<file path="src/rtl/mtpl_pkg.sv">
// ----------------------------------------------------------------------------
// mtpl_pkg
// Shared types, constants and helpers of the multibit trie port lookup.
// ----------------------------------------------------------------------------
`default_nettype none

package mtpl_pkg;

  // Table size and walk depth.
  localparam int NODES   = 256;
  localparam int LEVELS  = 4;
  localparam int IDX_W   = $clog2(NODES);
  localparam int DEPTH_W = $clog2(LEVELS + 1);

  // Stride registers.
  localparam int NUM_CFG    = 4;
  localparam int CFG_IDX_W  = 2;
  localparam int CFG_DATA_W = 4;
  localparam int STRIDE_MAX = 8;
  localparam logic [NUM_CFG-1:0][CFG_DATA_W-1:0] STRIDE_RESET =
    {4'd3, 4'd2, 4'd2, 4'd5};

  // Request kinds.
  localparam logic REQ_LOOKUP = 1'b0;
  localparam logic REQ_WRITE  = 1'b1;

  typedef struct packed {
    logic        req_type;
    logic [31:0] dest_address;
    logic [7:0]  entry_index;
    logic [6:0]  entry_port;
    logic        entry_leaf;
    logic        entry_valid;
    logic [7:0]  entry_child_base;
  } mtpl_req_t;

  typedef struct packed {
    logic [6:0] out_port;
    logic [2:0] levels_descended;
    logic       reached_leaf;
  } mtpl_res_t;

  typedef struct packed {
    logic       valid;
    logic       leaf;
    logic [6:0] port;
    logic [7:0] child_base;
  } mtpl_node_t;

  localparam int NODE_W = $bits(mtpl_node_t);

  // Write request into the node store.
  typedef struct packed {
    logic             en;
    logic [IDX_W-1:0] idx;
    mtpl_node_t       node;
  } mtpl_wr_t;

  typedef enum logic {
    ST_IDLE,
    ST_EVAL
  } mtpl_state_t;

  // Reduces a nine-bit table index modulo NODES.
  function automatic logic [IDX_W-1:0] to_idx(input logic [8:0] v);
    logic [IDX_W+8:0] w;
    w = (IDX_W+9)'(v);
    return w[IDX_W-1:0];
  endfunction

  // Keeps the low three bits of a descent count.
  function automatic logic [2:0] to_levels(input logic [DEPTH_W-1:0] d);
    logic [DEPTH_W+2:0] w;
    w = (DEPTH_W+3)'(d);
    return w[2:0];
  endfunction

endpackage

`default_nettype wire

</file>
<file path="src/rtl/mtpl_ram.sv">
// ----------------------------------------------------------------------------
// mtpl_ram
// Generic single-write, single-read RAM with a registered read port.
// ----------------------------------------------------------------------------
`default_nettype none

module mtpl_ram #(
  parameter int WIDTH = 8,
  parameter int DEPTH = 16
) (
  input  wire logic                     clk,
  input  wire logic                     we,
  input  wire logic [$clog2(DEPTH)-1:0] waddr,
  input  wire logic [WIDTH-1:0]         wdata,
  input  wire logic [$clog2(DEPTH)-1:0] raddr,
  output logic      [WIDTH-1:0]         rdata
);

  logic [WIDTH-1:0] mem [DEPTH];

  always_ff @(posedge clk) begin
    if (we) begin
      mem[waddr] <= wdata;
    end
    rdata <= mem[raddr];
  end

endmodule

`default_nettype wire

</file>
<file path="src/rtl/mtpl_node_store.sv">
// ----------------------------------------------------------------------------
// mtpl_node_store
// Node table: RAM plus one written flag per entry, so that entries never
// written since reset read as all zero.
// ----------------------------------------------------------------------------
`default_nettype none

module mtpl_node_store (
  input  wire logic                           clk,
  input  wire logic                           rst,
  input  wire mtpl_pkg::mtpl_wr_t             wr,
  input  wire logic [mtpl_pkg::IDX_W-1:0]     rd_addr,
  output mtpl_pkg::mtpl_node_t                rd_node
);

  import mtpl_pkg::*;

  logic [NODES-1:0]  written;
  logic              rd_written;
  logic [NODE_W-1:0] ram_q;

  mtpl_ram #(
    .WIDTH (NODE_W),
    .DEPTH (NODES)
  ) u_ram (
    .clk   (clk),
    .we    (wr.en),
    .waddr (wr.idx),
    .wdata (wr.node),
    .raddr (rd_addr),
    .rdata (ram_q)
  );

  always_ff @(posedge clk) begin
    if (rst) begin
      written    <= '0;
      rd_written <= 1'b0;
    end else begin
      if (wr.en) begin
        written[wr.idx] <= 1'b1;
      end
      rd_written <= written[rd_addr];
    end
  end

  assign rd_node = rd_written ? mtpl_node_t'(ram_q) : '0;

endmodule

`default_nettype wire

</file>
<file path="config.mk">
export PLATFORM = sky130hd
export DESIGN_NAME = mtpl_node_store
export DESIGN_NICKNAME = d
export VERILOG_FILES = /design/src/rtl/mtpl_pkg.sv /design/src/rtl/mtpl_ram.sv /design/src/rtl/mtpl_node_store.sv
export SDC_FILE = /design/constraint.sdc
export NUM_CORES = 2
export LEC_CHECK = 0
export BUFFER_PORTS_ARGS = -buffer_cell sky130_fd_sc_hd__buf_2
export CAP_MARGIN = 20
export CORE_MARGIN = 8
export CORE_UTILIZATION = 65
export DETAILED_ROUTE_END_ITERATION = 10
export PLACE_DENSITY_LB_ADDON = 0.05
export SLEW_MARGIN = 20
export SYNTH_ARGS = -nofsm -noshare
export SYNTH_HDL_FRONTEND = slang
export SYNTH_MEMORY_MAX_BITS = 65536
export SYNTH_SLANG_ARGS = --single-unit
</file>
<file path="constraint.sdc">
create_clock -name clk -period 6.8 [get_ports clk]
set_clock_uncertainty 0.05 [all_clocks]
set_input_delay 1.36 -clock clk [delete_from_list [all_inputs] [get_ports clk]]
set_output_delay 1.36 -clock clk [all_outputs]
set_load 0.01 [all_outputs]
</file>
==> flow_summary.json <==
{
  "status": "finished, final reports clean",
  "yosys_warnings": 0,
  "route.detailed.vias_per_inst": 7.17,
  "cts_tree": "built",
  "coreArea_sq_um": 270000,
  "die-area_sq_um": 288000,
  "post-route-cell-area_sq_um": 197000,
  "postPlaceCellArea_sq_um": 183000,
  "grt_remaining_overflow": 0,
  "finalSetupViolCount": 0,
  "unrepaired_setup_endpoints_after_global_routing": "false",
  "port_buffers": 52,
  "cts_max_path_buffers": 4,
  "layout.cells.most_common_list": "4352 x sky130_fd_sc_hd__edfxtp_1, 1153 x sky130_fd_sc_hd__mux4_2, 587 x sky130_fd_sc_hd__nor2_1",
  "critPathArrivalTime_ps": 6170,
  "grt_start_max_net_pins": 161,
  "final_common_cell": "sky130_fd_sc_hd__edfxtp_1",
  "synth_seq_area_share": 0.773,
  "cts-buffers-inserted": 442,
  "timing.critical_path.from": "rd_addr[5]",
  "synth_flop_cell": "sky130_fd_sc_hd__edfxtp_1",
  "first_pass_grt_wire_length_um": 678000,
  "antenna_violating_nets_post_route": 0,
  "slew-limit-headroom": 0.122,
  "crit_chain": "buf_2 > nand3b_1 > or3_1 > o22ai_1 > or4_1 > nor4_1 > buf_4 > nand4_1 > nor3_1",
  "worst_case_hold_slack_ps": 418,
  "clk_pin_slew_worst_paths_ps": 60,
  "area_growth_pct": 11.8,
  "drt_first_iter_violations": 14000,
  "power.ir.vdd_worst_mv": 0.241,
  "cts_root_buf": "sky130_fd_sc_hd__clkbuf_16",
  "netlist-cell-type-count": 71,
  "fmax_ghz": 0.186,
  "hold_viol_final": 0,
  "critical_path.endpoint_type": "register",
  "timing_worst_setup_path_type": "input port to register",
  "via_count_of_the_first_global_routing_pass": 87900,
  "critPathBufInv": 2,
  "finalWeightedCongestion": 0.981,
  "cp_slowest_cell": "sky130_fd_sc_hd__or3_1",
  "worst_setup_path_start_kind": "input port",
  "insertion_delay_ps": 960,
  "leakage_uw": 0.0619,
  "maxCapViolCount": 0,
  "htree_num_levels": 5,
  "grtUsageTotal": 0.336,
  "max_slew.worst_pin.slew_ps": 1300,
  "worst_path_dominant_cell_family": "simple AND/OR/NAND/NOR gates",
  "timing.reg2reg.setup_slack_ps": 3360,
  "timing.final.crit_period_ps": 5370,
  "die_width_um": 537,
  "post_cts.repair.setup_buffers": 0,
  "floorplan.rows": 191,
  "num_vias": 90100,
  "rr_worst_depth": 7,
  "tns_ps": 0,
  "synth-async-reset-ratio": 0,
  "syn_nets": 8207,
  "synth_area_sq_um": 176000,
  "layout.nets": 8650,
  "post_synthesis_cells": 8171,
  "min-delay-path-class": "register to register",
  "chip_height_um": 537,
  "floorplan.io_pins": 53,
  "synth_seq_cells": 4626,
  "path_max_fanout": 32,
  "grt_antenna_before_repair": 37,
  "finalMaxSlewViolations": 0,
  "worstSetupPathDepth": 9,
  "cts_hold_buffers": 0,
  "synth_area_per_cell_sq_um": 21.6,
  "min_period_over_period": 0.790,
  "reg2reg_to": "u_ram.rdata[11]",
  "detail_route.drc_violations": 0,
  "post_detailed_routing_wire_length_um": 485000,
  "cts_resized": 0,
  "power-per-cell-area_nw_per_um2": 296,
  "dr.pass1.iters": 8,
  "tritoncts_num_sinks": 4626,
  "crit_path_max_incr_delay_ps": 920,
  "final_layout_size_suffix_gt1_frac": 0.279,
  "hpwlAfterDp_um": 297000,
  "route.detailed.wl_per_inst_um": 38.6,
  "crit_path_end": "u_ram.rdata[11]",
  "worst-endpoint-required_ps": 7600,
  "post_synth_edffs": 4352,
  "origin_of_the_critical_flop_to_flop_path": "u_ram.mem[205][11]",
  "floorplan.initialDensity": 0.652
}
-- report_power, final --
group          internal, uW  leakage, uW  switching, uW
combinational           876       0.0135           1750
sequential            31200       0.0413           33.7
clock                 14000      0.00702          10400
total                 46100       0.0619          12200
-- how the worst min path moves through the flow --
stage / from / cells past startpoint / to
floorplan: written[169] / 2 / written[169]
CTS: written[22] / 2 / written[22]
detailed placement: written[22] / 2 / written[22]
global route: written[198] / 2 / written[198]
global placement: written[208] / 2 / written[208]
finish: written[8] / 2 / written[8]
-- metal layers --
layer,share of wire,vias up,global-route usage
li1,-,35100,-
met1,0.37,47700,0.484
met2,0.47,6339,0.513
met3,0.12,935,0.0788
met4,0.046,10,0.130
met5,0.00014,-,0
-- state kept, by name, indices dropped and copies added (netlist names) --
name / cells
rd_written: 1
u_ram.mem: 4352
written: 256
u_ram.rdata: 17
-- cell families (layout without fill, tap and decap cells) --
group | count (synthesis) | after routing | share of synthesized area
mux | 1287 | 1287 | 0.158
other cells | 0 | 13 | 0
flops | 4626 | 4626 | 0.773
simple gates | 1289 | 1289 | 0.0330
compound gates | 495 | 495 | 0.0196
buf+inv | 474 | 1293 | 0.0168
-- worst min-delay path, stage by stage (launching register included) --
cell	delay [ps]
sky130_fd_sc_hd__dfxtp_1	320
sky130_fd_sc_hd__nor2_1	50
sky130_fd_sc_hd__nor2_1	70
-- stage by stage --
| step | util | setup WS, ps | total power [uW] | std cells |
|---|---|---|---|---|
| final | 0.729 | 1430 | 58300 | 12600 |
| after global routing | 0.729 | 1640 | 59600 | 12600 |
| after CTS | 0.729 | 1760 | 58400 | 12600 |
| after detailed placement | 0.676 | 753 | 34400 | 11700 |
| after global placement | 0.675 | 603 | 34400 | 11700 |
| after floorplan | - | 3150 | 33200 | 8171 |
-- final cells by class --
class	count	area [sq um]
multi-input combinational	3071	37900
sequential	4626	136000
antenna	13	32.5
inverter	2	7.51
tap	3570	4470
clock inverter	252	2440
timing repair buffer	471	4170
clock buffer	568	11900
fill	15300	73200
-- synthesized netlist by cell type (3+ instances only) --
cell type	count	area, sq um
sky130_fd_sc_hd__and2_1	31	194
sky130_fd_sc_hd__a221oi_1	4	35.0
sky130_fd_sc_hd__nor2_1	774	2910
sky130_fd_sc_hd__buf_1	11	41.3
sky130_fd_sc_hd__nand2b_1	7	43.8
sky130_fd_sc_hd__nand2_1	101	379
sky130_fd_sc_hd__mux4_2	1153	26000
sky130_fd_sc_hd__mux2i_1	97	971
sky130_fd_sc_hd__nand4_1	30	188
sky130_fd_sc_hd__clkbuf_1	174	653
sky130_fd_sc_hd__buf_2	143	716
sky130_fd_sc_hd__or4_1	15	113
sky130_fd_sc_hd__o32ai_1	5	43.8
sky130_fd_sc_hd__o21ba_2	29	290
sky130_fd_sc_hd__nor3_1	76	380
sky130_fd_sc_hd__or3_1	35	219
sky130_fd_sc_hd__o221ai_1	10	87.6
sky130_fd_sc_hd__edfxtp_1	4352	131000
sky130_fd_sc_hd__nor2b_1	37	231
sky130_fd_sc_hd__a211oi_1	6	45.0
sky130_fd_sc_hd__buf_8	7	105
sky130_fd_sc_hd__mux2_2	4	45.0
sky130_fd_sc_hd__nand3_1	63	315
sky130_fd_sc_hd__o21ai_0	30	150
sky130_fd_sc_hd__or2_2	5	31.3
sky130_fd_sc_hd__a22oi_1	75	563
sky130_fd_sc_hd__a22o_1	3	26.3
sky130_fd_sc_hd__a2111oi_0	27	236
sky130_fd_sc_hd__buf_12	19	380
sky130_fd_sc_hd__dfxtp_1	274	5490
sky130_fd_sc_hd__nor4_1	88	551
sky130_fd_sc_hd__buf_4	70	526
sky130_fd_sc_hd__nand4b_1	3	26.3
sky130_fd_sc_hd__mux4_1	33	867
sky130_fd_sc_hd__buf_6	46	518
sky130_fd_sc_hd__o211ai_1	15	113
sky130_fd_sc_hd__a21oi_1	9	45.0
sky130_fd_sc_hd__o22ai_1	259	1620
(Power assumes the default switching activity.)
