### config.mk
export PLATFORM = sky130hd
export DESIGN_NAME = mtpl_seq
export DESIGN_NICKNAME = d
export VERILOG_FILES = /design/src/rtl/mtpl_pkg.sv /design/src/rtl/mtpl_chunk.sv /design/src/rtl/mtpl_seq.sv
export SDC_FILE = /design/constraint.sdc
export NUM_CORES = 1
export LEC_CHECK = 0
export BUFFER_PORTS_ARGS = -buffer_cell sky130_fd_sc_hd__buf_2
export CAP_MARGIN = 20
export CORE_MARGIN = 2
export CORE_UTILIZATION = 35
export DETAILED_ROUTE_END_ITERATION = 8
export HOLD_SLACK_MARGIN = 0.08
export RECOVER_POWER = 50
export SKIP_LAST_GASP = 1
export SLEW_MARGIN = 25
export SYNTH_ARGS = -nofsm -noshare
export SYNTH_HDL_FRONTEND = slang
export SYNTH_HIERARCHICAL = 1
export SYNTH_SLANG_ARGS = --single-unit
### constraint.sdc
create_clock -name clk -period 4.2 [get_ports clk]
set_input_delay 0.42 -clock clk [delete_from_list [all_inputs] [get_ports clk]]
set_output_delay 0.42 -clock clk [all_outputs]
set_load 0.1 [all_outputs]
### src/rtl/mtpl_pkg.sv
// ----------------------------------------------------------------------------
// mtpl_pkg
// Shared types, constants and helpers of the multibit trie port lookup.
// ----------------------------------------------------------------------------
`default_nettype none

package mtpl_pkg;

  // Table size and walk depth.
  localparam int NODES   = 256;
  localparam int LEVELS  = 4;
  localparam int IDX_W   = $clog2(NODES);
  localparam int DEPTH_W = $clog2(LEVELS + 1);

  // Stride registers.
  localparam int NUM_CFG    = 4;
  localparam int CFG_IDX_W  = 2;
  localparam int CFG_DATA_W = 4;
  localparam int STRIDE_MAX = 8;
  localparam logic [NUM_CFG-1:0][CFG_DATA_W-1:0] STRIDE_RESET =
    {4'd3, 4'd2, 4'd2, 4'd5};

  // Request kinds.
  localparam logic REQ_LOOKUP = 1'b0;
  localparam logic REQ_WRITE  = 1'b1;

  typedef struct packed {
    logic        req_type;
    logic [31:0] dest_address;
    logic [7:0]  entry_index;
    logic [6:0]  entry_port;
    logic        entry_leaf;
    logic        entry_valid;
    logic [7:0]  entry_child_base;
  } mtpl_req_t;

  typedef struct packed {
    logic [6:0] out_port;
    logic [2:0] levels_descended;
    logic       reached_leaf;
  } mtpl_res_t;

  typedef struct packed {
    logic       valid;
    logic       leaf;
    logic [6:0] port;
    logic [7:0] child_base;
  } mtpl_node_t;

  localparam int NODE_W = $bits(mtpl_node_t);

  // Write request into the node store.
  typedef struct packed {
    logic             en;
    logic [IDX_W-1:0] idx;
    mtpl_node_t       node;
  } mtpl_wr_t;

  typedef enum logic {
    ST_IDLE,
    ST_EVAL
  } mtpl_state_t;

  // Reduces a nine-bit table index modulo NODES.
  function automatic logic [IDX_W-1:0] to_idx(input logic [8:0] v);
    logic [IDX_W+8:0] w;
    w = (IDX_W+9)'(v);
    return w[IDX_W-1:0];
  endfunction

  // Keeps the low three bits of a descent count.
  function automatic logic [2:0] to_levels(input logic [DEPTH_W-1:0] d);
    logic [DEPTH_W+2:0] w;
    w = (DEPTH_W+3)'(d);
    return w[2:0];
  endfunction

endpackage

`default_nettype wire

### src/rtl/mtpl_chunk.sv
// ----------------------------------------------------------------------------
// mtpl_chunk
// Address shift unit: extracts the next chunk from the top of the remaining
// address and shifts the consumed bits out.
// ----------------------------------------------------------------------------
`default_nettype none

module mtpl_chunk (
  input  wire logic [31:0]                       addr_sh,
  input  wire logic [mtpl_pkg::CFG_DATA_W-1:0]   stride_raw,
  output logic      [7:0]                        chunk,
  output logic      [31:0]                       addr_next
);

  import mtpl_pkg::*;

  logic [CFG_DATA_W-1:0] stride;

  // Strides above the maximum saturate.
  assign stride = (stride_raw > CFG_DATA_W'(STRIDE_MAX)) ? CFG_DATA_W'(STRIDE_MAX)
                                                         : stride_raw;

  // A stride of zero shifts the whole byte away and yields a zero chunk.
  assign chunk     = addr_sh[31:24] >> (CFG_DATA_W'(STRIDE_MAX) - stride);
  assign addr_next = addr_sh << stride;

endmodule

`default_nettype wire

### src/rtl/mtpl_seq.sv
// ----------------------------------------------------------------------------
// mtpl_seq
// Walk sequencer: evaluates one node per cycle, computes the next child
// index with the shared shift unit and issues the next table read.
// ----------------------------------------------------------------------------
`default_nettype none

module mtpl_seq (
  input  wire logic                                          clk,
  input  wire logic                                          rst,
  input  wire logic                                          go,
  input  wire logic [31:0]                                   dest_address,
  input  wire logic [mtpl_pkg::NUM_CFG-1:0][mtpl_pkg::CFG_DATA_W-1:0] strides,
  input  wire mtpl_pkg::mtpl_node_t                          rd_node,
  output logic      [mtpl_pkg::IDX_W-1:0]                    rd_addr,
  output logic                                               busy,
  output logic                                               done,
  output mtpl_pkg::mtpl_res_t                                result
);

  import mtpl_pkg::*;

  mtpl_state_t           state, state_next;
  logic [DEPTH_W-1:0]    depth;
  logic [31:0]           addr_sh;
  logic [6:0]            cur_port;

  logic [CFG_DATA_W-1:0] stride_sel;
  logic [7:0]            chunk;
  logic [31:0]           addr_shifted;
  logic [IDX_W-1:0]      next_idx;
  logic                  is_root;
  logic                  stop_invalid;
  logic                  stop_leaf;
  logic                  stop_limit;
  logic                  stop;
  logic                  descend;
  mtpl_res_t             res_now;

  // Stride of the current level; deeper levels reuse the last register.
  always_comb begin
    stride_sel = strides[NUM_CFG-1];
    for (int i = 0; i < NUM_CFG - 1; i++) begin
      if (int'(depth) == i) begin
        stride_sel = strides[i];
      end
    end
  end

  mtpl_chunk u_chunk (
    .addr_sh    (addr_sh),
    .stride_raw (stride_sel),
    .chunk      (chunk),
    .addr_next  (addr_shifted)
  );

  assign next_idx = to_idx({1'b0, rd_node.child_base} + {1'b0, chunk});

  // Next state.
  always_comb begin
    state_next = state;
    case (state)
      ST_IDLE: begin
        if (go) begin
          state_next = ST_EVAL;
        end
      end
      ST_EVAL: begin
        if (stop) begin
          state_next = ST_IDLE;
        end
      end
      default: state_next = ST_IDLE;
    endcase
  end

  // Node evaluation and outputs.
  always_comb begin
    is_root      = (depth == '0);
    stop_invalid = !rd_node.valid;
    stop_leaf    = rd_node.valid && rd_node.leaf;
    stop_limit   = rd_node.valid && !rd_node.leaf && (int'(depth) >= LEVELS);
    stop         = 1'b0;
    descend      = 1'b0;
    busy         = 1'b0;
    rd_addr      = '0;
    res_now.reached_leaf = stop_leaf;
    if (stop_invalid && !is_root) begin
      res_now.out_port         = cur_port;
      res_now.levels_descended = to_levels(DEPTH_W'(depth - 1'b1));
    end else begin
      res_now.out_port         = rd_node.port;
      res_now.levels_descended = to_levels(depth);
    end
    case (state)
      ST_IDLE: begin
        rd_addr = '0;
      end
      ST_EVAL: begin
        busy    = 1'b1;
        stop    = stop_invalid || stop_leaf || stop_limit;
        descend = !stop;
        rd_addr = next_idx;
      end
      default: begin
        rd_addr = '0;
      end
    endcase
  end

  always_ff @(posedge clk) begin
    if (rst) begin
      state <= ST_IDLE;
      done  <= 1'b0;
      depth <= '0;
    end else begin
      state <= state_next;
      done  <= stop;
      if (go && (state == ST_IDLE)) begin
        depth <= '0;
      end else if (descend) begin
        depth <= depth + 1'b1;
      end
    end
  end

  // Payload registers.
  always_ff @(posedge clk) begin
    if (go && (state == ST_IDLE)) begin
      addr_sh <= dest_address;
    end else if (descend) begin
      addr_sh  <= addr_shifted;
      cur_port <= rd_node.port;
    end
    if (stop) begin
      result <= res_now;
    end
  end

endmodule

`default_nettype wire

==> results of run 1 <==
==> how the worst max path moves through the flow <==
stage          startpoint         end  slack, ps  cells after the start
2_1_floorplan    depth[1]  rd_addr[5]       -860                     18
3_3_place_gp     depth[0]  rd_addr[7]         -3                     17
3_5_place_dp     depth[0]  rd_addr[7]       -100                     17
4_1_cts          depth[0]  rd_addr[6]       -270                     18
5_1_grt          depth[0]  rd_addr[6]       -470                     18
6_report         depth[1]  rd_addr[7]       -280                     16
==> layout make-up <==
class | instances | area (um^2) | area share
inverters | 16 | 67.6 | 0.0110
repair buffers | 129 | 853 | 0.139
clock inverters | 3 | 23.8 | 0.00387
well taps | 180 | 225 | 0.0366
clock buffers | 5 | 125 | 0.0204
multi-input cells | 400 | 3250 | 0.528
flip-flops and latches | 55 | 1610 | 0.261
==> cells in the mapped netlist, types with 6 or more instances <==
| master | instances | share of area |
|---|---|---|
| o21ai_0 | 15 | 0.015 |
| nor3_1 | 11 | 0.011 |
| nor2_1 | 34 | 0.026 |
| a221o_1 | 6 | 0.012 |
| nand3_1 | 7 | 0.0071 |
| nand2b_1 | 10 | 0.013 |
| buf_2 | 17 | 0.017 |
| mux2i_1 | 29 | 0.059 |
| mux2_2 | 51 | 0.12 |
| a21oi_1 | 23 | 0.023 |
| nor2b_1 | 12 | 0.015 |
| a221oi_1 | 6 | 0.011 |
| edfxtp_1 | 50 | 0.30 |
| inv_1 | 13 | 0.0099 |
| a211oi_1 | 15 | 0.023 |
| a31oi_1 | 9 | 0.011 |
| ha_1 | 13 | 0.033 |
| nand2_1 | 43 | 0.033 |
| and2_1 | 12 | 0.015 |
| clkbuf_1 | 14 | 0.011 |
==> power breakdown <==
group	internal [uW]	switching [uW]	total, uW
combinational	398	493	891
clock	225	208	433
sequential	658	70.0	728
==> worst register-to-register path, cell delays in order (launching register included) <==
cell	delay [ps]
dfxtp_2	360
inv_4	60
ha_4	180
nor3b_2	300
a221oi_2	120
nor2_2	170
buf_4	140
buf_4	330
clkinv_1	440
a22o_1	320
a32o_1	260
a221o_1	310
mux2_2	270
==> what timing repair did <==
item / CTS / global route
gates resized for setup: 16 / 10
endpoints found under the setup margin: 6 / 7
buffers inserted: 4 / 4
pin swaps: 12 / 7
==> flip-flops by register name, indices dropped and copies added, names as in the netlist <==
signal / cells
result: 11
depth: 3
cur_port: 7
done: 1
addr_sh: 32
state: 1
==> cell families after synthesis <==
kind of cell,share of synthesized area
and+or+nand+nor,0.157
AOI/OAI and AO/OA,0.215
muxes,0.200
buffers and inverters,0.0563
DFF,0.324
adders and majority gates,0.0370
xor gates and xnor gates,0.0106
==> stage by stage <==
stage               power (uW)  setup TNS (ps)  setup slack, ps  area, um^2
floorplan                 1320           -1650             -860        5050
global placement          1560           -2.58            -2.58        5860
detailed placement        1580            -168            -97.9        5860
CTS                       2040            -990             -272        6110
global route              2160           -2150             -473        6150
finish                    2050           -1010             -277        6150
==> layer usage <==
| layer | part of all wire | track usage | vias to the layer above | routed length, um |
|---|---|---|---|---|
| li1 | - | - | 2158 | - |
| met2 | 0.49 | 0.323 | 213 | 7220 |
| met3 | 0.064 | 0.0186 | 21 | 937 |
| met5 | 0 | 0 | - | 0 |
| met1 | 0.42 | 0.263 | 2194 | 6190 |
| met4 | 0.017 | 0.0553 | 0 | 243 |
==> metrics.yaml, run 1 <==
power.leakage_uw: 0.00238
rows: 43
synth-warning-count: 6
async_reset_ff_frac: 0
syn_to_final_growth_pct: 24.5
cap_viol_max_count: 0
rsz0062_at_grt: "yes"
finalSetupViolations: 5
syn_avg_cell_area_um2: 9.66
final_common_cell: "buf_2"
crit_fanout: 7
cp-end-kind: "output pin"
worst_path_max_delay_cell: "mux4_2"
mostFrequentLayoutCells: "buf_2 (62), mux2_2 (51), edfxtp_1 (50), nand2_1 (43), buf_4 (37)"
reg2reg_from: "depth[1]"
critical-path-top-delay-family: "simple AND/OR/NAND/NOR gates"
violations: "negative setup slack"
diodes: 0
dr.pass1.iters: 5
rrSetupSlack_ps: 710
grt.overflow.total: 0
fp.dieH_um: 123
clock_skew_ps: 4.09
io_pins: 89
fin_crit_ps: 4480
place_inst: 772
grt_pass1_vias: 4315
ctsHoldBuffers: 0
peakVddDrop_uv: 161
fill_cells: 1320
yosysSeqAreaShare: 0.324
cp_num_buf_inv: 3
synth_area_mm2: 0.00494
arrival_ps: 4060
hold_depth: 1
stdcell_count: 788
htreeDepth: 2
final_util: 0.445
max_stage_delay_ps: 540
min_path_type: "in -> reg"
hold_end: "cur_port[4]"
tritoncts: "built"
via_count: 4586
clkLatencyLatePin_ps: 300
via_per_inst: 5.82
yosysUniqueCellTypes: 72
synth_enable_flop_cells: 50
powerDensity_mw_per_mm2: 334
root_buffer: "clkbuf_16"
synth_fp_nets: 593
grt_max_degree: 40
layout_setup_ws_ps: -277
hold_viol: 0
hpwl_mm: 10.6
cts_made_buffers: 5
final.period_utilization: 1.07
slew_headroom: 0.203
cts.path.max_buffers: 2
worst_r2r_path_depth: 12
drt_iter0_drc: 604
initial_core_util: 0.357
crit_top_cell: "ha_4"
rr_endpoint: "addr_sh[22]"
required_ps: 3780
die_x_um: 123
synth-seq-cells: 55
critPathLaunchType: "flip-flop"
hold_path_startpoint: "rd_node[12]"
tightest_slew_ps: 1200
drcViolationCount: 0
die_area_mm2: 0.0151
path_cells: "inv_4 > ha_4 > nor3b_2 > a221oi_2 > nor2_2 > nor2b_2 > buf_4 > mux4_2 > o41ai_2 > nand3_1 > ha_4 > a211oi_4 > nor3_2 > a211oi_2 > mux2_4 > buf_12"
max_freq_mhz: 223
avgRoutedWirePerCell_um: 18.5
grt_antenna_before_repair: 0
grt_util_all_layers: 0.192
portBuffers: 88
slew_viol_final: 0
coreArea_mm2: 0.0138
drt_wl_total_mm: 14.6
cts.clk_slew.worst_paths_ps: 70
synth_ff_type: "edfxtp_1"
drive_gt1_frac: 0.362
place_congestion: 0.868
layout.nets: 689
hold_slack_ps: 316
grt_pass1_wl_mm: 22.9
cts_sinks: 55
antenna_left: 0
status: "finished, violations left"
crit_type: "reg -> out"
synthCells: 511
Power figures use the tool's default switching activity.
==> run 2, diff against run 1 <==
Settings changed: RECOVER_POWER 50 to default.
==> run 2 against run 1 <==
The flow still finishes with violations (negative setup slack). Final cell count did not move. Highest routed layer unchanged. Die area unchanged. Largest power group unchanged. Wire length stayed put. Fmax is 0.12% higher. Via count up 0.37%. Largest cell class unchanged. Register-to-register slack hardly changed. Clock skew is essentially flat. Critical path depth did not move. Total power increased by 0.13%. Non-clock buffer count unchanged. First-iteration DRC count down 11%. Worst hold slack got worse by 6.3 ps.
==> metrics.yaml, run 2 (synthesis gave the netlist of run 1 again) <==
status: "finished, violations left"
violations: "negative setup slack"
drt_iter0_drc: 540
clock_skew_ps: 4.52
htreeDepth: 2
slew_headroom: 0.571
drt_wl_total_mm: 14.6
pwr-share-clk: 0.211
critPathLaunchType: "flip-flop"
crit_type: "reg -> out"
drive_gt1_frac: 0.396
grt_util_all_layers: 0.192
grt_max_degree: 40
hold_slack_ps: 309
avgRoutedWirePerCell_um: 18.5
initial_core_util: 0.357
dp_slack_ps: -97.9
grt.overflow.total: 0
p_sw_frac: 0.375
rsz0062_at_grt: "yes"
syn_to_final_growth_pct: 25.2
cp-end-kind: "output pin"
ctsHoldBuffers: 0
die_area_mm2: 0.0151
clkLatencyLatePin_ps: 300
drcViolationCount: 0
rows: 43
coreArea_mm2: 0.0138
portBuffers: 88
hpwl_mm: 10.6
critical-path-top-delay-family: "simple AND/OR/NAND/NOR gates"
cp_num_buf_inv: 3
peakVddDrop_uv: 161
cap_viol_max_count: 0
max_freq_mhz: 224
required_ps: 3780
grt_pass1_wl_mm: 22.9
place_congestion: 0.868
layout_setup_ws_ps: -271
finalSetupViolations: 5
cts.path.max_buffers: 2
cts_sinks: 55
slew_viol_final: 0
cts_made_buffers: 5
grt_pass1_vias: 4315
fp.dieH_um: 123
io_pins: 89
crit_top_cell: "ha_4"
path_cells: "inv_4 > ha_4 > nor3b_2 > a221oi_2 > nor2_2 > nor2b_2 > buf_4 > mux4_2 > o41ai_2 > nand3_1 > ha_4 > a211oi_4 > nor3_2 > a211oi_2 > mux2_4 > buf_12"
seqPwrFrac: 0.354
hold_viol: 0
power.leakage_uw: 0.00244
cts.clk_slew.worst_paths_ps: 70
final_common_cell: "buf_2"
largest_register: "addr_sh"
reg.largest.list: "addr_sh: 32 flops, result: 11 flops, cur_port: 7 flops"
via_count: 4603
arrival_ps: 4050
tightest_slew_ps: 642
via_per_inst: 5.84
diodes: 0
powerDensity_mw_per_mm2: 332
intPower_uw: 1280
fin_crit_ps: 4470
mostFrequentLayoutCells: "buf_2 (80), mux2_2 (51), edfxtp_1 (50), nand2_1 (43), buf_4 (38)"
min_path_type: "in -> reg"
tritoncts: "built"
final.period_utilization: 1.06
dr.pass1.iters: 7
die_x_um: 123
combPwrFrac: 0.435
final_util: 0.447
largest_reg_flops: 32
antenna_left: 0
worst_path_max_delay_cell: "mux4_2"
netSwitchingPower_uw: 772
root_buffer: "clkbuf_16"
layout.nets: 689
crit_fanout: 7
max_stage_delay_ps: 540
grt_antenna_before_repair: 0
## run 2: final cells by class
| class | instances | area (um^2) |
|---|---|---|
| Inverter | 16 | 67.6 |
| Sequential cell | 55 | 1610 |
| Clock inverter | 3 | 23.8 |
| Timing Repair Buffer | 129 | 880 |
| Multi-Input combinational cell | 400 | 3250 |
| Clock buffer | 5 | 125 |
| Fill cell | 1320 | 7640 |
| Tap cell | 180 | 225 |
## run 2: worst reg2reg max path, stage by stage (launching register included)
cell,delay (ps)
dfxtp_2,360
inv_4,60
ha_4,180
nor3b_2,300
a221oi_2,120
nor2_2,160
buf_4,130
buf_4,340
clkinv_1,430
a22o_1,320
a32o_1,260
a221o_1,300
mux2_2,270
## run 2: through the flow
step / TNS [ps] / power [uW] / std cells / area [um^2]
after floorplan: -1650 / 1320 / 511 / 5050
after global placement: -2.58 / 1560 / 772 / 5860
after detailed placement: -168 / 1580 / 772 / 5860
after CTS: -990 / 2040 / 784 / 6110
after global routing: -2150 / 2160 / 788 / 6180
final: -989 / 2060 / 788 / 6180
## run 2: worst paths after layout
kind | startpoint | end | slack, ps | cells past startpoint
worst max-delay path | depth[1] | rd_addr[7] | -270 | 16
worst min-delay path | rd_node[14] | cur_port[6] | 310 | 1
worst max register to register | depth[1] | addr_sh[22] | 720 | 12
worst min register to register | cur_port[0] | result[4] | 550 | 1
## run 2: power groups by stage
stage,clock (uW),combinational (uW),sequential [uW]
finish,433,894,728
global route,465,960,735
CTS,446,873,725
detailed placement,0,838,738
global placement,0,826,738
floorplan,0,580,743
## run 2: timing repair
item	in CTS	in global routing
pin swaps	12	7
gates resized for setup	16	10
endpoints found under the setup margin	6	7
buffers inserted	4	4
endpoints found under the hold margin	0	0
## run 2: routing by layer
layer,global-route usage,vias up,wire [um]
met3,0.0186,23,894
met4,0.0553,0,261
li1,-,2157,-
met1,0.263,2225,6220
met5,0,-,0
met2,0.323,198,7210
